**src/rtl/core/phsp_ram.sv**
```systemverilog
// Generic simple dual-port RAM with one write port and a registered read port.
`default_nettype none

module phsp_ram #(
	parameter int WIDTH = 8,
	parameter int DEPTH = 16,
	localparam int AW = (DEPTH > 1) ? $clog2(DEPTH) : 1
) (
	input  logic             clk,
	input  logic             we,
	input  logic [AW-1:0]    waddr,
	input  logic [WIDTH-1:0] wdata,
	input  logic             re,
	input  logic [AW-1:0]    raddr,
	output logic [WIDTH-1:0] rdata
);

	logic [WIDTH-1:0] mem_q [DEPTH];

	always_ff @(posedge clk) begin
		if (we) begin
			mem_q[waddr] <= wdata;
		end
		if (re) begin
			rdata <= mem_q[raddr];
		end
	end

endmodule

`default_nettype wire

```
**config.mk**
```make
export PLATFORM = sky130hd
export DESIGN_NAME = phsp_ram
export DESIGN_NICKNAME = d
export VERILOG_FILES = /design/src/rtl/core/phsp_ram.sv
export SDC_FILE = /design/constraint.sdc
export NUM_CORES = 1
export LEC_CHECK = 0
export ABC_AREA = 0
export BUFFER_PORTS_ARGS = -buffer_cell sky130_fd_sc_hd__clkbuf_2
export CAP_MARGIN = 20
export CORE_AREA = 10 10 102 104
export DETAILED_ROUTE_END_ITERATION = 10
export DIE_AREA = 0 0 112 114
export GPL_ROUTABILITY_DRIVEN = 0
export PLACE_DENSITY = 0.93
export SLEW_MARGIN = 20
export SYNTH_ARGS = -nofsm -noshare
export SYNTH_HDL_FRONTEND = slang
export SYNTH_SLANG_ARGS = --single-unit
```
**constraint.sdc**
```tcl
create_clock -name clk -period 3.3 [get_ports clk]
set_input_delay 0.495 -clock clk [delete_from_list [all_inputs] [get_ports clk]]
set_output_delay 0.495 -clock clk [all_outputs]
set_load 0.01 [all_outputs]
```
==> flow_summary.json <==
{
  "status": "finished, final reports clean",
  "clockPowerShare_pct": 47.9,
  "worstPathRequired_ns": 3.56,
  "final_nets": 289,
  "swShare_pct": 19.4,
  "wl_per_cell_um": 27.2,
  "initial_core_util_pct": 61.7,
  "yosys.area.top_type": "edfxtp_1",
  "crit_start": "raddr[0]",
  "rsz0062_at_grt": "no",
  "antenna_found_initial": 0,
  "cts_buffers": 17,
  "synth-warning-count": 0,
  "max_slew.worst_pin.slew_ns": 0.981,
  "clockBufferDepth": 2,
  "fin_area_um2": 6070,
  "intPower_uw": 3310,
  "die-area_um2": 12800,
  "min-delay-path-class": "primary input to flop",
  "syn_inst": 229,
  "worstReg2RegEnd": "rdata[2]",
  "r2r_slack_ns": 1.70,
  "synth_edf_count": 136,
  "clock.fmax_mhz": 527,
  "rows": 34,
  "startpoint_type": "primary input",
  "slew_viol_final": 0,
  "clk_root_buffer_cell": "clkbuf_8",
  "whs_endpoint": "rdata[2]",
  "grt_max_degree": 33,
  "hold_start": "re",
  "antenna_left": 0,
  "grt_overflow_total": 0,
  "die_h_um": 114,
  "ys_seq_area_share_pct": 78.1,
  "drt_pass1_iterations": 5,
  "holdPathStages": 1,
  "antenna_cells": 0,
  "drc_errors": 0,
  "cts-hold-fix-buffers": 0,
  "clock-sinks": 136,
  "finalSetupTns_ns": 0,
  "wl_mm": 10.6,
  "via_count": 2535,
  "grt_usage_pct": 17.3,
  "worstRegToRegCells": 3,
  "area_growth_pct": 16.2,
  "ys_ff_latch": 136,
  "final_cell_mix": "136 x edfxtp_1, 26 x clkbuf_2, 18 x mux4_2",
  "power_density_nw_per_um2": 675,
  "criticalPathCategory": "primary input to flop",
  "timing.rr.start": "mem_q[9][2]",
  "cts_max_level": 4,
  "synthesis.nets": 248,
  "async_flop_share_pct": 0,
  "portBuffers": 26,
  "ir_drop_mv": 0.642,
  "fin_skew_ns": 0.00783,
  "die_x_um": 112,
  "finalHoldViolCount": 0,
  "coreArea_um2": 8470,
  "vias_per_cell": 6.48,
  "postPlaceCellArea_um2": 5450,
  "cap_viol_max_count": 0,
  "drive_above_1_share_pct": 27.9,
  "cp_max_fo": 15,
  "cts_tree": "built",
  "drt_iter0_drc": 208,
  "seqPwrFrac_pct": 47.8,
  "post_cts_buffers": 0,
  "p_comb_share_pct": 4.3,
  "finalCritPeriodShare_pct": 57.5,
  "synth_area_leaders": "edfxtp_1 78%, mux4_2 7.8%, mux4_1 7.0%",
  "ioPinCount": 27,
  "synth_cell_type_count": 18,
  "slew_headroom_pct": 34.3,
  "synth_area_um2": 5230,
  "hpwlAfterDp_mm": 6.38,
  "insertion_delay_ns": 0.52,
  "cp.arrival_ns": 2.16,
  "setup_violations": 0,
  "avgSynthCellArea_um2": 22.8,
  "grt_first_pass_wirelength_mm": 16.2,
  "leakagePower_uw": 0.00204,
  "end_kind": "flop",
  "clk_pin_slew_ns": 0.06,
  "synthFlopType": "edfxtp_1",
  "switchingPower_uw": 794,
  "finalCriticalPeriod_ns": 1.90,
  "ctsResizeCount": 0,
  "layout_commonest_cell": "edfxtp_1",
  "grt_pass1_vias": 2689,
  "synth_top_area_share_pct": 78.1
}
==> registers in the layout (all words and copies together), names as in the netlist <==
name and flops:
mem_q 128, rdata 8
==> Yosys cell counts, drive strengths merged (2+ instances only) <==
master	n
a22oi	16
buf	7
clkdlybuf4s25	3
edfxtp	136
mux4	32
nand2	9
nand2b	2
nand3b	2
nor2	13
nor3	4
==> worst max-delay path by stage <==
stage	slack, ns	end	depth (start not counted)
floorplan	1.31	mem_q[0][0]	2
global placement	0.93	rdata[5]	5
detailed placement	0.86	rdata[2]	5
CTS	1.39	rdata[2]	5
global route	1.30	rdata[1]	5
finish	1.40	rdata[2]	5
==> cell type report <==
cell class	instances	area (µm²)
fill	462	2390
clock buffer	17	414
timing repair buffer	32	175
sequential	136	4080
tap	108	135
clock inverter	15	208
multi-input combinational	83	1060
==> routing by layer <==
metal | part of all wire, % | wire length [µm] | global-route usage, %
met2 | 49 | 5200 | 26.5
met5 | 0 | 0 | 0
met4 | 2.5 | 264 | 9.05
met1 | 39 | 4110 | 22.4
met3 | 9.9 | 1060 | 4.72
==> metrics by stage <==
step / utilization, % / instances / hold slack (ns) / setup slack [ns] / power, µW
final: 71.7 / 391 / 0.371 / 1.40 / 4100
after CTS: 71.7 / 391 / 0.364 / 1.39 / 4120
after global placement: 64.4 / 359 / 0.738 / 0.927 / 2160
after floorplan: - / 229 / 0.594 / 1.31 / 2090
after global routing: 71.7 / 391 / 0.382 / 1.30 / 4200
after detailed placement: 64.4 / 359 / 0.757 / 0.860 / 2170
==> cells by family after synthesis <==
kind of cell           share of synthesized area (%)
multiplexers                                    14.8
AO/OA/AOI/OAI                                   2.30
flip-flops                                      78.1
AND/OR/NAND/NOR                                 3.14
buffers and inverters                           1.65
==> power groups by stage <==
stage          Clock, µW  Sequential (µW)  Combinational (µW)
2_1_floorplan          0             1990                98.2
3_3_place_gp           0             1990                 165
3_5_place_dp           0             1990                 175
4_1_cts             1980             1960                 179
5_1_grt             2050             1960                 191
6_report            1960             1960                 178
==> worst max-delay path: stages <==
cell and delay (ns):
clkbuf_2 0.41, buf_4 0.34, mux4_1 0.61, a22oi_1 0.21, nand2_1 0.08
Power figures use the tool's default switching activity.
