$ cat config.mk
export PLATFORM = sky130hd
export DESIGN_NAME = phsp_dist
export DESIGN_NICKNAME = d
export VERILOG_FILES = /design/src/rtl/core/phsp_pkg.sv /design/src/rtl/core/phsp_wrap.sv /design/src/rtl/core/phsp_dist.sv
export SDC_FILE = /design/constraint.sdc
export NUM_CORES = 2
export LEC_CHECK = 0
export ABC_AREA = 1
export BUFFER_PORTS_ARGS = -buffer_cell sky130_fd_sc_hd__buf_2
export CAP_MARGIN = 20
export CORE_AREA = 5 5 399 401
export DETAILED_ROUTE_END_ITERATION = 8
export DIE_AREA = 0 0 404 406
export PLACE_DENSITY = 0.76
export REMOVE_ABC_BUFFERS = 1
export SYNTH_ARGS = -nofsm -noshare
export SYNTH_HDL_FRONTEND = slang
export SYNTH_SLANG_ARGS = --single-unit
$ cat constraint.sdc
create_clock -name clk -period 8.55 [get_ports clk]
set_input_delay 2.565 -clock clk [delete_from_list [all_inputs] [get_ports clk]]
set_output_delay 2.565 -clock clk [all_outputs]
set_load 0.01 [all_outputs]
$ cat src/rtl/core/phsp_pkg.sv
// Shared constants and types of the periodic hard-sphere placer.
`default_nettype none

package phsp_pkg;

	localparam int MAX_POINTS  = 1024;
	localparam int COORD_W     = 16;
	localparam int NDIM        = 3;

	localparam int BOX_W       = 16;
	localparam int LIMIT_W     = 16;
	localparam int DIMS_W      = 2;
	localparam int TARGET_W    = 11;
	localparam int ATTEMPT_W   = 8;
	localparam int PLACED_W    = 11;
	localparam int CFG_DATA_W  = 16;
	localparam int CFG_INDEX_W = 3;

	localparam int CNT_W  = $clog2(MAX_POINTS + 1);
	localparam int ADDR_W = $clog2(MAX_POINTS);

	// Difference of two coordinates, then 2*d + L and its magnitude.
	localparam int DIFF_W = COORD_W + 1;
	localparam int XW     = ((COORD_W + 2) > (BOX_W + 1) ? (COORD_W + 2) : (BOX_W + 1)) + 1;
	localparam int MAG_W  = XW - 1;
	localparam int DIV_W  = BOX_W + 1;
	localparam int SQ_W   = 2 * BOX_W;

	// Cycles through one wrap unit and through the whole distance pipeline.
	localparam int WRAP_LAT = MAG_W + 2;
	localparam int DIST_LAT = WRAP_LAT + 3;

	// Register indexes of the configuration port.
	localparam logic [CFG_INDEX_W-1:0] REG_BOX      = CFG_INDEX_W'(0);
	localparam logic [CFG_INDEX_W-1:0] REG_LIMIT    = CFG_INDEX_W'(1);
	localparam logic [CFG_INDEX_W-1:0] REG_DIMS     = CFG_INDEX_W'(2);
	localparam logic [CFG_INDEX_W-1:0] REG_TARGET   = CFG_INDEX_W'(3);
	localparam logic [CFG_INDEX_W-1:0] REG_ATTEMPTS = CFG_INDEX_W'(4);

	// Run states as reported on run_status.
	typedef enum logic [1:0] {
		RUN_PLACING = 2'd0,
		RUN_DONE    = 2'd1,
		RUN_FAILED  = 2'd2
	} run_status_t;

	typedef struct packed {
		logic [BOX_W-1:0]  box_len;
		logic [SQ_W-1:0]   lim_sq;
		logic [DIMS_W-1:0] dims;
	} dist_cfg_t;

endpackage

`default_nettype wire

$ cat src/rtl/core/phsp_wrap.sv
// Pipelined minimum-image reduction of one coordinate difference.
`default_nettype none

module phsp_wrap (
	input  logic                               clk,
	input  logic signed [phsp_pkg::DIFF_W-1:0] delta,
	input  logic        [phsp_pkg::BOX_W-1:0]  box_len,
	output logic signed [phsp_pkg::BOX_W-1:0]  wrapped
);
	import phsp_pkg::*;

	// One restoring step: remove the divisor shifted to bit sh if it fits.
	function automatic logic [MAG_W-1:0] mod_step(input logic [MAG_W-1:0] r,
			input int sh, input logic [DIV_W-1:0] dv);
		logic [MAG_W-1:0] dext;
		dext = MAG_W'(dv);
		if ((r >> sh) >= dext) begin
			return r - (dext << sh);
		end
		return r;
	endfunction

	logic        [DIV_W-1:0] div;
	logic signed [XW-1:0]    x;
	logic        [MAG_W-1:0] rem_s [0:MAG_W];
	logic                    neg_s [0:MAG_W];
	logic        [DIV_W-1:0] rem_last;
	logic        [DIV_W-1:0] rem_fixed;
	logic signed [DIV_W:0]   centered;

	// The wrapped value is ((2d + L) mod 2L - L) / 2, exact in integers.
	assign div = {box_len, 1'b0};
	assign x   = (XW'(delta) <<< 1) + XW'(signed'({1'b0, box_len}));

	assign rem_last  = rem_s[MAG_W][DIV_W-1:0];
	assign rem_fixed = (neg_s[MAG_W] && (rem_last != '0)) ? (div - rem_last) : rem_last;
	assign centered  = signed'({1'b0, rem_fixed}) - signed'({2'b00, box_len});

	always_ff @(posedge clk) begin
		rem_s[0] <= x[XW-1] ? MAG_W'(-x) : MAG_W'(x);
		neg_s[0] <= x[XW-1];
		for (int k = 0; k < MAG_W; k++) begin
			rem_s[k+1] <= mod_step(rem_s[k], MAG_W - 1 - k, div);
			neg_s[k+1] <= neg_s[k];
		end
		wrapped <= BOX_W'(centered >>> 1);
	end

endmodule

`default_nettype wire

$ cat src/rtl/core/phsp_dist.sv
// Distance pipeline: wrapped differences, squares, sum and limit compare.
`default_nettype none

module phsp_dist (
	input  logic                                   clk,
	input  logic                                   arst_n,
	input  phsp_pkg::dist_cfg_t                    cfg,
	input  logic                                   in_valid,
	input  logic [phsp_pkg::NDIM*phsp_pkg::COORD_W-1:0] cand_word,
	input  logic [phsp_pkg::NDIM*phsp_pkg::COORD_W-1:0] stored_word,
	output logic                                   out_valid,
	output logic                                   out_close,
	output logic                                   busy
);
	import phsp_pkg::*;

	logic [DIST_LAT-1:0]     vld_q;
	logic signed [DIFF_W-1:0] delta_s1 [NDIM];
	logic signed [BOX_W-1:0]  wrap_w   [NDIM];
	logic        [SQ_W-1:0]   sq_s2    [NDIM];
	logic        [SQ_W-1:0]   sum;
	logic                     close_s3;

	for (genvar j = 0; j < NDIM; j++) begin : g_dim
		logic signed [SQ_W-1:0] wx;
		logic                   dim_en;

		assign wx     = SQ_W'(wrap_w[j]);
		assign dim_en = (j < int'(cfg.dims));

		always_ff @(posedge clk) begin
			delta_s1[j] <= DIFF_W'(signed'(cand_word[j*COORD_W +: COORD_W]))
				- DIFF_W'(signed'(stored_word[j*COORD_W +: COORD_W]));
			sq_s2[j] <= dim_en ? unsigned'(wx * wx) : '0;
		end

		phsp_wrap u_wrap (
			.clk     (clk),
			.delta   (delta_s1[j]),
			.box_len (cfg.box_len),
			.wrapped (wrap_w[j])
		);
	end

	// At most three squares each below 2^(SQ_W-2), so the sum cannot overflow.
	assign sum = sq_s2[0] + sq_s2[1] + sq_s2[2];

	always_ff @(posedge clk) begin
		close_s3 <= (sum < cfg.lim_sq);
	end

	always_ff @(posedge clk or negedge arst_n) begin
		if (!arst_n) begin
			vld_q <= '0;
		end else begin
			vld_q <= {vld_q[DIST_LAT-2:0], in_valid};
		end
	end

	assign out_valid = vld_q[DIST_LAT-1];
	assign out_close = close_s3;
	assign busy      = |vld_q;

endmodule

`default_nettype wire

==> impl_metrics.py <==
metrics = {
    "worst_hold_path": {
        "worstHoldEndpoint": "g_dim[2].u_wrap.rem_s[12][0]",
        "hp-class": "flop to flop",
        "hp-start": "g_dim[2].u_wrap.rem_s[11][0]",
        "holdPathStages": 0,
    },
    "setup_path": {
        "worstPathMaxFanout": 22,
        "cpMaxStageDelayCell": "dfxtp_1",
        "crit_top_cell": "fa_1",
        "reg2reg_slack_ps": 1880,
        "cp_cell_sequence": "clkinv_1, nor2_1, fa_1, fa_1, inv_1, fa_1, inv_1, fa_1, fa_1, inv_1, fa_1, inv_1, ha_1, nand2_1, nor2_1, inv_1, nor2_1, nand4_1, nand3_1, a21o_1, nand2_1, a21oi_1, nor2_1",
        "end_kind": "flop",
        "r2r_end": "sq_s2[0][61]",
        "critPathKind": "flop to flop",
        "r2r_cells": 23,
        "reg2reg_from": "g_dim[1].u_wrap.wrapped[15]",
        "cp_data_required_time_ps": 9220,
        "crit_arrival_ps": 7340,
        "critical_path.max_stage_delay_ps": 830,
        "startpoint_type": "flop",
    },
    "routing": {
        "drc_errors": 0,
        "routedWlPerCell_um": 17.19,
        "vias": 74640,
        "drtIter0Drc": 5166,
        "viasPerCell": 5.453,
        "drtPass1Iterations": 6,
        "totalWireLength_mm": 235.3,
        "ant_nets": 0,
    },
    "die": {
        "pin_count": 152,
        "rows": 145,
        "die_x_um": 404,
        "core_um2": 155300,
        "initial_core_util": 0.5964,
        "dieArea_um2": 164000,
        "die_h_um": 406,
    },
    "clock_tree": {
        "ctsResizeCount": 0,
        "cts.path.max_buffers": 3,
        "clkTransAtPathRegs_ps": 60,
        "clk_latency_ps": 790,
        "hold_buffers": 0,
        "htreeDepth": 4,
        "root_buffer": "clkbuf_16",
        "cts.sinks": 1258,
        "post_cts_buffers": 0,
        "cts_tree": "built",
        "cts_made_buffers": 137,
    },
    "grt": {
        "grt_overflow": 0,
        "grt_pass1_wl_mm": 378.0,
        "grt_max_degree": 33,
        "grt_pass1_vias": 75050,
        "antenna_found_initial": 7,
        "grt_use_total": 0.2853,
    },
    "synthesis": {
        "synthMuxAreaShare": 0,
        "synth_area_um2": 92610,
        "syn_inst": 11360,
        "synth-adder-area-share": 0.3035,
        "synth_compound_area_frac": 0.1120,
        "synth.distinct_cells": 81,
        "synthArstFlopShare": 0.01828,
        "avgSynthCellArea_um2": 8.151,
        "yosysTopAreaCellShare": 0.2670,
        "synth_area_leader_cell": "dfxtp_1",
        "synth.top_cells.by_area": "dfxtp_1 (27%), fa_1 (17%), ha_1 (13%), inv_1 (8.6%), nand2_1 (8.4%)",
        "synthSimpleGateAreaFrac": 0.1612,
        "synth_xor_area_frac": 0.05438,
        "synth_top_family_by_area": "adder cells",
        "yosys_warnings": 0,
        "synth-main-ff-cell": "dfxtp_1",
        "synth_seq_cells": 1258,
        "synth_edf_count": 0,
        "synth-seq-area-share": 0.2732,
    },
    "sta": {
        "finalMaxSlewViolations": 0,
        "slew_headroom": 0.2782,
        "min_period_ps": 6667,
        "rsz0062_at_grt": "no",
        "fin_setup_tns_ps": 0,
        "fin_skew_ps": 43.87,
        "period_share": 0.7798,
        "finalHoldViolations": 0,
        "worstMarginPinSlew_ps": 1080,
        "setup_viol": 0,
        "max_freq_mhz": 150.0,
    },
    "placement": {
        "port_buffers": 151,
        "post-dp-hpwl_mm": 184.3,
        "placedCellCount": 13430,
        "gp_congestion": 0.9512,
    },
    "final_layout": {
        "syn2layout_area_growth_pct": 8.427,
        "drive_gt1_frac": 0.04488,
        "fill_cells": 13090,
        "instances_no_fill": 13690,
        "final_nets": 13430,
    },
    "run": {
        "maxCapViolations": 0,
    },
    "run_status": {
        "status": "completed",
    },
}
-- cell type report --
type	count	area (um^2)	area share
Antenna cell	1	2.502	0.00002492
Clock inverter	73	1042	0.01038
Tap cell	2058	2575	0.02564
Multi-Input combinational cell	7777	58450	0.5820
Sequential cell	1258	25300	0.2519
Timing Repair Buffer	200	1154	0.01149
Clock buffer	182	3857	0.03841
Inverter	2140	8040	0.08007
-- worst max path at each step --
stage                                      startpoint                      endpoint  slack, ps
after detailed placement  g_dim[1].u_wrap.wrapped[15]                  sq_s2[0][58]       1970
after global routing      g_dim[1].u_wrap.wrapped[15]                  sq_s2[0][58]       1390
after global placement                        cfg[43]  g_dim[2].u_wrap.rem_s[18][3]       1980
final                     g_dim[1].u_wrap.wrapped[15]                  sq_s2[0][61]       1880
after CTS                 g_dim[1].u_wrap.wrapped[15]                  sq_s2[0][61]       1940
after floorplan           g_dim[1].u_wrap.wrapped[15]                  sq_s2[0][61]       2670
-- through the flow --
step           hold WS, ps  setup WS, ps  area, um^2    util
5_1_grt              298.6          1388      100400  0.6466
3_5_place_dp         312.1          1972       95510  0.6150
4_1_cts              289.2          1944      100400  0.6465
2_1_floorplan        309.6          2670       91790       -
3_3_place_gp         309.5          1982       95510  0.6150
6_report             290.4          1883      100400  0.6466
-- synthesized netlist by cell type (10+ instances only) --
cell type  instances
xor2_1           354
a211oi_1          37
a21oi_1          898
dfxtp_1         1235
nand3b_1          33
o21ai_0          538
a31oi_1           38
o21a_1            32
a21o_1            58
a221oi_1          10
xnor2_1          221
nand4_1          122
buf_2             43
o211ai_1          19
fa_1             797
nand3_1          403
clkbuf_1         124
nor3_1           128
a21boi_0          23
o31ai_1           23
o21ai_1           63
or2_2             15
ha_1             971
nor2_1           672
nor4_1            53
nand2_1         2082
inv_1           2124
o21bai_1          56
o41ai_1           10
dfrtp_1           23
and2_1            14
-- flip-flops by register name, summed over array words and instances (netlist names) --
register,cells
g_dim.u_wrap.rem_s,985
delta_s1,51
g_dim.u_wrap.wrapped,48
out_close,1
vld_q,23
sq_s2,93
g_dim.u_wrap.neg_s,57
-- cells in the final DEF (no fill, tap or decap), drive strengths merged, types with 44 or more instances in the layout --
cell type,instances
nor4,54
clkbuf,182
xor2,354
a21oi,899
o21ai,606
xnor2,221
ha,971
nand4,123
nand2,2092
clkinv,44
nor2,677
fa,797
dfxtp,1235
a21o,58
inv,2143
nor3,131
buf,200
nand3,408
o21bai,57
-- routing by layer --
layer	vias to the layer above	GRT usage	wire [um]
li1	36570	-	-
met1	35060	0.3456	95320
met2	2384	0.5004	113200
met3	622	0.04528	14740
met4	6	0.1315	11940
met5	-	0	33
-- critical path: cells and delay by family, from the launching register on --
kind | cells | cell delay, ps
buffers and inverters | 6 | 830
and+or+nand+nor | 8 | 1200
DFF | 1 | 830
adders and majority gates | 7 | 3380
AOI/OAI and AO/OA | 2 | 330
-- cells by family after synthesis --
kind of cell               count (synthesis)
and+or+nand+nor                         3565
buffers and inverters                   2328
AOI/OAI and AO/OA                       1866
adders and majority gates               1768
DFF                                     1258
xor gates and xnor gates                 575
other                                      2
Power is left out: the tool's default activity adds up to more than one toggle a clock period on the data nets, which glitch-free logic cannot reach.
